### src/rtl/crwt_pkg.sv
`timescale 1ns / 1ps

package crwt_pkg;

  // Fixed field widths of the request and reply transfers
  localparam int unsigned ReqW    = 3;
  localparam int unsigned ChanW   = 8;
  localparam int unsigned CountW  = 10;
  localparam int unsigned CapW    = 16;
  localparam int unsigned ValueW  = 16;
  localparam int unsigned ReplyW  = 16;

  typedef enum logic [ReqW-1:0] {
    REQ_CREATE   = 3'd0,
    REQ_DELETE   = 3'd1,
    REQ_ADD      = 3'd2,
    REQ_CONSUME  = 3'd3,
    REQ_CHECK    = 3'd4,
    REQ_SET_SIZE = 3'd5,
    REQ_SYNC     = 3'd6,
    REQ_READ     = 3'd7
  } req_e;

  // Table update controls from the request logic
  typedef struct packed {
    logic mem_we;
    logic vld_set;
    logic vld_clr;
  } crwt_upd_t;

endpackage

### src/rtl/crwt_exec.sv
`timescale 1ns / 1ps

module crwt_exec import crwt_pkg::*; #(
  parameter int unsigned WINDOW_BITS = 16
) (
  input  req_e                           req_i,
  input  logic                           in_range_i,
  input  logic                           found_i,
  input  logic        [CountW-1:0]       count_i,
  input  logic signed [CapW-1:0]         cap_i,
  input  logic                           mq_i,
  input  logic signed [ValueW-1:0]       val_i,
  input  logic                           sw_off_i,
  input  logic                           clu_i,
  input  logic signed [WINDOW_BITS-1:0]  old_win_i,
  input  logic                           old_off_i,
  input  logic                           old_clu_i,
  output crwt_upd_t                      upd_o,
  output logic signed [WINDOW_BITS-1:0]  new_win_o,
  output logic                           new_off_o,
  output logic                           new_clu_o,
  output logic signed [ReplyW-1:0]       reply_o,
  output logic                           blocked_o
);

  localparam int unsigned ExtW = ((WINDOW_BITS > ValueW) ? WINDOW_BITS : ValueW) + 2;

  localparam logic signed [ExtW-1:0] WinMax =
      {{(ExtW - WINDOW_BITS + 1){1'b0}}, {(WINDOW_BITS - 1){1'b1}}};
  localparam logic signed [ExtW-1:0] WinMin =
      {{(ExtW - WINDOW_BITS + 1){1'b1}}, {(WINDOW_BITS - 1){1'b0}}};

  function automatic logic signed [WINDOW_BITS-1:0] sat_win(input logic signed [ExtW-1:0] x);
    logic signed [ExtW-1:0] r;
    r = x;
    if (x > WinMax) r = WinMax;
    if (x < WinMin) r = WinMin;
    return r[WINDOW_BITS-1:0];
  endfunction

  function automatic logic signed [ReplyW-1:0] to_reply(input logic signed [WINDOW_BITS-1:0] w);
    logic signed [ExtW-1:0] e;
    e = ExtW'(w);
    return e[ReplyW-1:0];
  endfunction

  logic signed [ExtW-1:0]        win_ext;
  logic signed [ExtW-1:0]        cnt_ext;
  logic signed [ExtW-1:0]        val_ext;
  logic signed [ExtW-1:0]        cap_ext;
  logic signed [WINDOW_BITS-1:0] val_sat;
  logic signed [WINDOW_BITS-1:0] add_sat;
  logic signed [ExtW-1:0]        add_ext;
  logic signed [WINDOW_BITS-1:0] add_win;
  logic signed [WINDOW_BITS-1:0] sub_sat;
  logic                          val_zero;
  logic                          consume_skip;

  assign win_ext  = ExtW'(old_win_i);
  assign cnt_ext  = ExtW'(count_i);
  assign val_ext  = ExtW'(val_i);
  assign cap_ext  = ExtW'(cap_i);
  assign val_zero = (val_i == '0);
  assign val_sat  = sat_win(val_ext);
  assign add_sat  = sat_win(win_ext + cnt_ext);
  assign add_ext  = ExtW'(add_sat);
  // Clamp to the cap only when the cap is nonnegative
  assign add_win  = (!cap_i[CapW-1] && (add_ext > cap_ext)) ? cap_ext[WINDOW_BITS-1:0]
                                                             : add_sat;
  assign sub_sat  = sat_win(win_ext - cnt_ext);
  assign consume_skip = old_off_i || (old_clu_i && mq_i);

  always_comb begin
    upd_o     = '0;
    new_win_o = old_win_i;
    new_off_o = old_off_i;
    new_clu_o = old_clu_i;
    reply_o   = '0;
    blocked_o = 1'b0;
    unique case (req_i)
      REQ_CREATE: begin
        if (in_range_i && !found_i) begin
          new_win_o     = val_zero ? WINDOW_BITS'(1) : val_sat;
          new_off_o     = sw_off_i;
          new_clu_o     = clu_i;
          upd_o.mem_we  = 1'b1;
          upd_o.vld_set = 1'b1;
          reply_o       = to_reply(new_win_o);
        end else if (found_i) begin
          reply_o = to_reply(old_win_i);
        end
      end
      REQ_DELETE: begin
        upd_o.vld_clr = found_i;
      end
      REQ_ADD: begin
        if (found_i) begin
          if (old_off_i) begin
            reply_o = cap_i;
          end else begin
            new_win_o    = add_win;
            upd_o.mem_we = 1'b1;
            reply_o      = to_reply(add_win);
          end
        end
      end
      REQ_CONSUME: begin
        reply_o = ReplyW'(1);
        if (found_i) begin
          if (!consume_skip) begin
            new_win_o    = sub_sat;
            upd_o.mem_we = 1'b1;
          end
          reply_o = to_reply(new_win_o);
        end
      end
      REQ_CHECK: begin
        blocked_o = found_i && old_win_i[WINDOW_BITS-1] && !old_off_i;
      end
      REQ_SET_SIZE: begin
        if (found_i) begin
          new_off_o    = val_zero;
          new_win_o    = val_sat;
          new_clu_o    = clu_i;
          upd_o.mem_we = 1'b1;
          reply_o      = to_reply(val_sat);
        end
      end
      REQ_SYNC: begin
        if (found_i) begin
          new_win_o    = val_sat;
          upd_o.mem_we = 1'b1;
          reply_o      = to_reply(val_sat);
        end
      end
      REQ_READ: begin
        if (found_i) begin
          reply_o = to_reply(old_win_i);
        end
      end
    endcase
  end

endmodule

### config.mk
export PLATFORM = sky130hd
export DESIGN_NAME = crwt_exec
export DESIGN_NICKNAME = d
export VERILOG_FILES = /design/src/rtl/crwt_pkg.sv /design/src/rtl/crwt_exec.sv
export SDC_FILE = /design/constraint.sdc
export NUM_CORES = 1
export LEC_CHECK = 0
export ABC_AREA = 1
export BUFFER_PORTS_ARGS = -buffer_cell sky130_fd_sc_hd__buf_2
export CAP_MARGIN = 20
export CORE_ASPECT_RATIO = 1.5
export CORE_UTILIZATION = 30
export DETAILED_ROUTE_END_ITERATION = 7
export SETUP_SLACK_MARGIN = 0.5
export SLEW_MARGIN = 20
export SYNTH_ARGS = -nofsm -noshare
export SYNTH_HDL_FRONTEND = slang
export SYNTH_SLANG_ARGS = --single-unit
### constraint.sdc
create_clock -name vclk -period 3.4
set_clock_uncertainty 0.2 [all_clocks]
set_input_delay 0 -clock vclk [all_inputs]
set_output_delay 0 -clock vclk [all_outputs]
set_load 0.01 [all_outputs]
==> results of run 1 <==
## cells in the final DEF (no fill, tap or decap), types with 10 or more instances in the layout
master	count
a21oi_1	57
a21oi_2	15
buf_2	101
buf_4	135
buf_6	12
ha_1	20
ha_4	15
inv_1	114
inv_2	13
nand2_1	247
nand2_2	33
nand2_4	10
nand3_1	80
nand3_2	10
nand4_1	29
nor2_1	60
o211ai_1	25
o21ai_0	26
o21ai_1	12
xor2_1	14
## final timing paths
kind	startpoint	to	slack [ps]	cells after the start
min	sw_off_i	new_off_o	110	4
max	old_win_i[0]	reply_o[11]	-380	27
## what timing repair did
action / CTS / global route
resized for setup: 49 / 59
setup buffers: 12 / 19
hold buffers: 0 / 0
setup endpoints to repair: 32 / 32
hold endpoints to repair: 0 / 0
cloned: 3 / 0
pin swaps: 24 / 40
## layer usage
| layer | vias to the layer above | share of wire (%) |
|---|---|---|
| li1 | 3500 | - |
| met1 | 3216 | 38 |
| met2 | 315 | 49 |
| met3 | 61 | 6.7 |
| met5 | - | 0 |
| met4 | 0 | 5.7 |
## cell type report
type	count	area [um2]	area share, %
inverters	134	515	7.24
well taps	203	254	3.57
multi-input cells	749	4660	65.5
repair buffers	250	1680	23.7
## logic make-up (layout without fill, tap and decap cells)
family / Yosys count / count (layout) / synth area share (%)
buffers and inverters: 184 / 384 / 16.6
xor gates and xnor gates: 18 / 18 / 3.24
and+or+nand+nor: 510 / 513 / 47.2
AOI/OAI and AO/OA: 179 / 179 / 22.6
adders and majority gates: 38 / 38 / 10.1
muxes: 1 / 1 / 0.232
## Yosys cell counts (all sizes together), types with 2 or more instances
| library cell | instances |
|---|---|
| nand2 | 290 |
| o21ai | 43 |
| o22ai | 2 |
| clkbuf | 18 |
| and2 | 2 |
| a211oi | 4 |
| nor3 | 11 |
| clkinv | 2 |
| or2 | 5 |
| a21o | 2 |
| o2111ai | 9 |
| buf | 32 |
| nand4 | 29 |
| nor4 | 3 |
| inv | 132 |
| xor2 | 14 |
| o21bai | 3 |
| nand3b | 4 |
| nor2 | 69 |
| ha | 36 |
| a22oi | 2 |
| nand3 | 96 |
| a21oi | 78 |
| a31oi | 3 |
| o211ai | 30 |
| fa | 2 |
| xnor2 | 4 |
## power groups by stage
| stage | clock [mW] | sequential (mW) | combinational, mW |
|---|---|---|---|
| after floorplan | 0 | 0 | 0.687 |
| after global placement | 0 | 0 | 1.15 |
| after detailed placement | 0 | 0 | 1.15 |
| after CTS | 0 | 0 | 1.22 |
| after global routing | 0 | 0 | 1.45 |
| final | 0 | 0 | 1.33 |
==> metrics.cfg, run 1 <==
[finish]
fillCellCount=1758
final_cell_area_mm2=0.00712
syn2layout_area_growth_pct=46.4
stdcell_count=1336
diodes=0
seq_area_um2=0
layout-drive-gt1-share_pct=35.1
clock_buffers=0
layout.nets=1241
nFlopsAndLatches=0
finish.utilization_pct=45.1

[grt]
grt_max_degree=75
grt_use_met1_pct=31.4
antenna_found_initial=0
use_met3_pct=2.14
busiest_layer=met2
grt_pass1_vias=6576
grt_pass1_wl_um=34500
grtUsageMet2_pct=48.0
grtUsageTotal_pct=26.5
overflow=0

[floorplanning]
dieArea_mm2=0.0167
row_count=56
coreArea_mm2=0.0158
io_pins=106
initial_core_util_pct=30.8
die_w_um=106
chipHeight_um=158

[logic_synthesis]
synth.distinct_cells=49
avgSynthCellArea_um2=5.23
synth.net_count=1036
synth_area_leaders=nand2_1 (21%), inv_1 (9.8%), nand3_1 (9.5%)
yosysTopAreaCellShare_pct=21.4
ys_warn_count=0
netlist_area_mm2=0.00486
synth_seq_area_share_pct=0
synth_top_cell_by_area=nand2_1
synthCells=930

[hold_path]
hp-class=in -> out

[power_and_ir_drop]
switchingPower_uw=770
cellLeakagePower_nw=3.68
p_int_uw=561
irDropWorstVdd_mv=0.0577
power_mw=1.33
power_density_mw_per_mm2=187
pwr-share-seq_pct=0
pwr-share-comb_pct=100.0
pwr-share-clk_pct=0
sw_frac_of_total_pct=57.9

[routing]
via_per_inst=5.31
drc=0
drtPass1Iterations=7
wirelength_um=23100
final_antenna_net_count=0
num_vias=7092
drt-initial-drc-count=542
wl_per_cell_um=17.3

[setup_path]
endpoint_kind=primary output
cp.arrival_ps=3580
crit_fanout=6
slowest_delay_ps=370
worstPathRequired_ps=3200
worst-path-buf-inv=9
path_delay_family=buffers and inverters
slowest_stage=fa_2
crit_type=in -> out
start_kind=input pin

[placed_design]
hpwlAfterDp_um=18200
gp_congestion=0.965
placed_cells=1302
postPlaceCellArea_mm2=0.00640
post-place-ws_ps=-509
numPortBuffers=106

[timing]
fmax_mhz=264
period_share_pct=111
relSlewSlack_pct=33.9
setup_viol=32
grt_setup_unrepaired=yes
setup_tns_ps=-7650
timing.final.max_slew_violations=0
period_minus_slack_ps=3780
setup_slack_ps=-384
fin_hold_ws_ps=112
hold_viol_final=0
tightest_slew_ps=992

[status]
status=finished with violations
violations=setup timing

[job]
drv_cap=0

Power figures use the tool's default switching activity.
==> run 2, diff against run 1 <==
ABC_AREA = default   (was 1)
CORE_UTILIZATION = 52   (was 30)
PLACE_DENSITY = 0.81   (was default)
==> run 2 against run 1 <==
The run ends with DRC, setup timing left; combinational power up 9.8%; critical path depth down 2; synthesized cell count down 24%; largest power group unchanged; critical path type unchanged; sequential share of layout area unchanged; sequential cell count unchanged; via count up 13%; worst setup slack worse by 1500 ps; global-route usage up 27 points.
==> metrics.cfg, run 2 <==
[status]
status=finished with violations
violations=DRC, setup timing

[floorplanning]
dieArea_mm2=0.00875  ; -48%
coreArea_mm2=0.00806  ; -49%
die_w_um=76.7  ; -28%
row_count=40  ; -29%
io_pins=106  ; unchanged
initial_core_util_pct=54.0  ; +23 points
chipHeight_um=114  ; -28%

[finish]
final_cell_mix=buf_4 (146), buf_2 (101), nor2_1 (70)
layout-drive-gt1-share_pct=42.4  ; +7.3 points
multiInputGateArea_mm2=0.00466  ; about the same
final_cell_area_mm2=0.00698  ; -1.9%
nFlopsAndLatches=0  ; unchanged
syn2layout_area_growth_pct=60.4
clock_buffers=0  ; unchanged
final_common_cell=buf_4
seq_area_um2=0  ; unchanged
layout.nets=1040  ; -16%
fillCellCount=441  ; -75%
diodes=0  ; unchanged

[timing]
setup_viol=32  ; unchanged
grt_setup_unrepaired=yes
tightest_slew_ps=895  ; -96.9 ps
relSlewSlack_pct=40.1  ; +6.2 points
fmax_mhz=190  ; -28%
period_minus_slack_ps=5260  ; +1480 ps
hold_viol_final=0  ; unchanged
period_share_pct=155  ; +43 points
setup_slack_ps=-1860  ; -1480 ps
timing.final.max_slew_violations=0  ; unchanged

[placed_design]
post-place-ws_ps=-1470  ; -963 ps
numPortBuffers=106  ; unchanged
postPlaceCellArea_mm2=0.00605  ; -5.4%
gp_congestion=1.04  ; +8.0%
hpwlAfterDp_um=16600  ; -8.5%

[setup_path]
cp.arrival_ps=5060  ; +1480 ps
crit_fanout=8  ; +2
endpoint_kind=primary output
worstPathRequired_ps=3200  ; about the same
crit_type=in -> out
start_kind=input pin

[logic_synthesis]
yosysTopAreaCellShare_pct=10.3  ; -11 points
ys_warn_count=0  ; unchanged
netlist_area_mm2=0.00435  ; -10%
synth_compound_area_share_pct=48.6  ; +26 points
synth_top_family_by_area=compound AO/OA/AOI/OAI gates
synth.top_cells.by_count=nor2_1 (76), a21oi_1 (72), nand2_1 (62)
synthSimpleGateAreaFrac_pct=27.4  ; -20 points
synth-xor-area-share_pct=3.02  ; -0.23 points
synth.net_count=810  ; -22%
synth.distinct_cells=79  ; +61%
synth_top_cell_by_area=ha_1
yosysMostFrequentCell=nor2_1
synth_area_leaders=ha_1 (10%), a21oi_1 (8.3%), nor2_1 (6.6%)
avgSynthCellArea_um2=6.18  ; +18%
synth-adder-area-share_pct=11.3  ; +1.2 points
synth_mux_area_share_pct=0.747  ; +0.52 points
synth_seq_area_share_pct=0  ; unchanged
synthCells=704  ; -24%

[routing]
wl_per_cell_um=26.2  ; +52%
drt-initial-drc-count=1972  ; +260%
wirelength_um=27100  ; +18%
num_vias=8018  ; +13%
via_per_inst=7.73  ; +46%
drtPass1Iterations=8  ; +1
drc=57  ; +57
final_antenna_net_count=0  ; unchanged

[power_and_ir_drop]
pwr-share-seq_pct=0  ; unchanged
sw_frac_of_total_pct=57.2  ; -0.68 points
pwr-share-comb_pct=100.0  ; about the same
cellLeakagePower_nw=3.08  ; -16%
switchingPower_uw=838  ; +8.7%
p_int_uw=627  ; +12%
irDropWorstVdd_mv=0.158  ; +170%
pwr-share-clk_pct=0  ; unchanged
power_density_mw_per_mm2=210  ; +12%

[hold_path]
hp-class=in -> out

[grt]
grt_pass1_vias=7143  ; +8.6%
overflow=0  ; unchanged
grt_max_degree=51  ; -32%
grt_pass1_wl_um=37400  ; +8.5%
grtUsageTotal_pct=53.9  ; +27 points
antenna_found_initial=0  ; unchanged

[job]
drv_cap=0  ; unchanged

run 2: kinds of logic after synthesis:
kind of cell / after synthesis
AOI/OAI and AO/OA: 299
xor gates and xnor gates: 15
adders and majority gates: 38
buffers and inverters: 99
muxes: 3
and+or+nand+nor: 250
run 2: worst max-delay path: stages:
cell and delay, ps:
buf_8 80, ha_4 140, inv_2 40, fa_2 380, o21ba_4 220, nor4_4 340, o21ai_2 130, buf_6 140
a2111oi_4 300, o21bai_2 140, buf_12 160, a21oi_4 190, ha_4 240, nor2b_4 120, o211ai_1 520, a211oi_2 180
buf_4 170, o311ai_4 390, and2_4 280, buf_8 140, buf_6 120, a41o_1 170, nand2_1 80, a21oi_2 190
buf_2 160
run 2: path summary, 6_finish.rpt:
check       start          end  cells after the start  slack [ps]
min         clu_i    new_clu_o                      3         120
max    count_i[0]  reply_o[15]                     25       -1860
run 2: through the flow:
step,hold WS [ps],TNS (ps),std cells,utilization (%),power [mW]
floorplan,-54.0,-22500,704,-,0.635
detailed placement,116,-43100,1000,75.1,1.10
global route,128,-59990,1037,86.7,1.52
global placement,110,-38310,1000,75.1,1.07
CTS,118,-34190,1023,81.8,1.22
finish,122,-56200,1037,86.7,1.46
run 2: area by class of cell:
cell class	instances	area share, %
inverters	49	2.63
repair buffers	278	28.7
well taps	105	1.88
multi-input cells	605	66.7
run 2: power by group through the flow:
stage               logic (mW)  clock network, mW  registers (mW)
finish                    1.46                  0               0
global route              1.52                  0               0
CTS                       1.22                  0               0
detailed placement        1.10                  0               0
global placement          1.07                  0               0
floorplan                0.635                  0               0
run 2: repair_timing:
item	CTS	global route
hold buffers	0	0
cloned	2	0
pin swaps	50	53
setup endpoints to repair	32	32
buffers inserted	21	14
gates resized for setup	83	55
run 2: routing by layer:
layer | global-route usage [%] | up-vias | wire length [um]
met5 | 0 | - | 0
li1 | - | 3149 | -
met3 | 12.0 | 407 | 4070
met1 | 60.3 | 3481 | 8420
met4 | 42.7 | 0 | 3370
met2 | 87.9 | 981 | 11300
==> run 3, diff against run 2 <==
--- a/config.mk
+++ b/config.mk
@@ -13,2 +13,3 @@
 export PLACE_DENSITY = 0.81
+export RECOVER_POWER = 25
 export SETUP_SLACK_MARGIN = 0.5
--- a/constraint.sdc
+++ b/constraint.sdc
@@ -4,2 +4,2 @@
 set_output_delay 0 -clock vclk [all_outputs]
-set_load 0.01 [all_outputs]
+set_load 0.02 [all_outputs]
==> run 3 against run 2 <==
The flow still finishes with violations (DRC, setup timing); routed wire length increased by 4.1%; combinational power grew 7%; sequential share of layout area is the same; via count rose by 2.2%; critical path depth unchanged; largest cell class unchanged; largest power group unchanged; highest routed layer unchanged.
==> metrics.cfg, run 3 (same netlist as run 2, synthesis figures left out) <==
[finish]
clock_buffers=0  ; unchanged
layout.nets=1030  ; -0.96%
nFlopsAndLatches=0  ; unchanged
final_cell_area_mm2=0.00706  ; +1.1%
stdcell_count=1028  ; -0.87%
multiInputGateArea_mm2=0.00471  ; +1.2%
final_cell_mix=buf_4 (160), nor2_1 (72), buf_2 (69)
final_common_cell=buf_4
finish.utilization_pct=87.6  ; +0.96 points
seq_area_um2=0  ; unchanged
layout-drive-gt1-share_pct=42.6  ; +0.24 points
syn2layout_area_growth_pct=62.2
fillCellCount=436  ; -1.1%

[job]
drv_cap=0  ; unchanged

[power_and_ir_drop]
power_density_mw_per_mm2=220  ; +5.0%
cellLeakagePower_nw=3.04  ; -1.4%
pwr-share-seq_pct=0  ; unchanged
switchingPower_uw=896  ; +6.9%
sw_frac_of_total_pct=57.6  ; +0.40 points
p_int_uw=659  ; +5.2%
pwr-share-clk_pct=0  ; unchanged
irDropWorstVdd_mv=0.176  ; +11%
pwr-share-comb_pct=100.0  ; about the same

[routing]
drc=105  ; +84%
num_vias=8194  ; +2.2%
via_per_inst=7.97  ; +3.1%
wirelength_um=28300  ; +4.1%
wl_per_cell_um=27.5  ; +5.0%
drtPass1Iterations=8  ; unchanged
final_antenna_net_count=0  ; unchanged
drt-initial-drc-count=2153  ; +9.2%

[grt]
grt_pass1_vias=6898  ; -3.4%
grtUsageTotal_pct=51.0  ; -2.9 points
grt_pass1_wl_um=35600  ; -4.9%
overflow=0  ; unchanged
grt_max_degree=51  ; unchanged
antenna_found_initial=1  ; +1

[placed_design]
postPlaceCellArea_mm2=0.00612  ; +1.2%
hpwlAfterDp_um=16800  ; +1.3%
numPortBuffers=106  ; unchanged
gp_congestion=1.01  ; -3.3%
post-place-ws_ps=-1430  ; +38.9 ps
placed_cells=1001  ; +0.10%

[floorplanning]
dieArea_mm2=0.00875  ; unchanged
chipHeight_um=114  ; unchanged
io_pins=106  ; unchanged
die_w_um=76.7  ; unchanged
coreArea_mm2=0.00806  ; unchanged
row_count=40  ; unchanged
initial_core_util_pct=54.0  ; unchanged

[timing]
hold_viol_final=0  ; unchanged
period_share_pct=150  ; -4.7 points
period_minus_slack_ps=5100  ; -160 ps
fmax_mhz=196  ; +3.1%
timing.final.max_slew_violations=0  ; unchanged
relSlewSlack_pct=29.2  ; -11 points
setup_viol=32  ; unchanged
fin_hold_ws_ps=157  ; +34.7 ps
setup_slack_ps=-1700  ; +160 ps
tightest_slew_ps=1060  ; +164 ps
grt_setup_unrepaired=yes

[status]
status=finished with violations
violations=DRC, setup timing

[setup_path]
endpoint_kind=primary output
path_delay_family=compound AO/OA/AOI/OAI gates
worst-path-buf-inv=7  ; -1
crit_type=in -> out
crit_fanout=7  ; -1
worstPathRequired_ps=3200  ; about the same
start_kind=input pin
cp.arrival_ps=4900  ; -160 ps
slowest_delay_ps=460  ; -60 ps
slowest_stage=a2111oi_4

[hold_path]
hp-class=in -> out

[clocking]
ctsHoldBuffers=0  ; unchanged

==> run 3: cell types whose count changed in the layout (fill, tap and decap cells not counted), sizes merged <==
cell	delta
diode	+1
buf	-10
==> run 3: metrics by stage <==
step	setup TNS [ps]	total power [mW]
after floorplan	-22670	0.691
after global placement	-42100	1.13
after detailed placement	-42610	1.16
after CTS	-33290	1.32
after global routing	-50620	1.59
final	-49080	1.56
==> run 3: layout make-up <==
type	instances	share of cell area, %
Tap cell	105	1.86
Inverter	49	2.68
Timing Repair Buffer	268	28.7
Multi-Input combinational cell	605	66.8
Antenna cell	1	0.0354
==> run 3: power by group through the flow <==
stage / logic [mW] / clock network [mW] / registers (mW)
after floorplan: 0.691 / 0 / 0
after global placement: 1.13 / 0 / 0
after detailed placement: 1.16 / 0 / 0
after CTS: 1.32 / 0 / 0
after global routing: 1.59 / 0.0000000394 / 0
final: 1.56 / 0.0000000394 / 0
==> run 3: tightest hold or removal path, stage by stage <==
cell and delay (ps):
buf_2 70, mux2_2 130, buf_2 150
==> run 3: metal layers <==
metal | GRT usage (%) | vias up | routed length (um)
li1 | - | 3127 | -
met1 | 59.0 | 3574 | 8700
met5 | 0 | - | 0
met3 | 7.97 | 458 | 4490
met2 | 86.0 | 1035 | 11300
met4 | 35.0 | 0 | 3810
==> run 3: path summary, 6_finish.rpt <==
path / startpoint / endpoint / slack (ps) / depth (start not counted)
setup / recovery: count_i[0] / reply_o[0] / -1700 / 25
hold / removal: clu_i / new_clu_o / 160 / 3
==> run 3: what timing repair did <==
action,CTS,global route
setup buffers,14,11
cloned,1,0
pin swaps,47,21
setup endpoints to repair,32,32
resized for setup,132,39
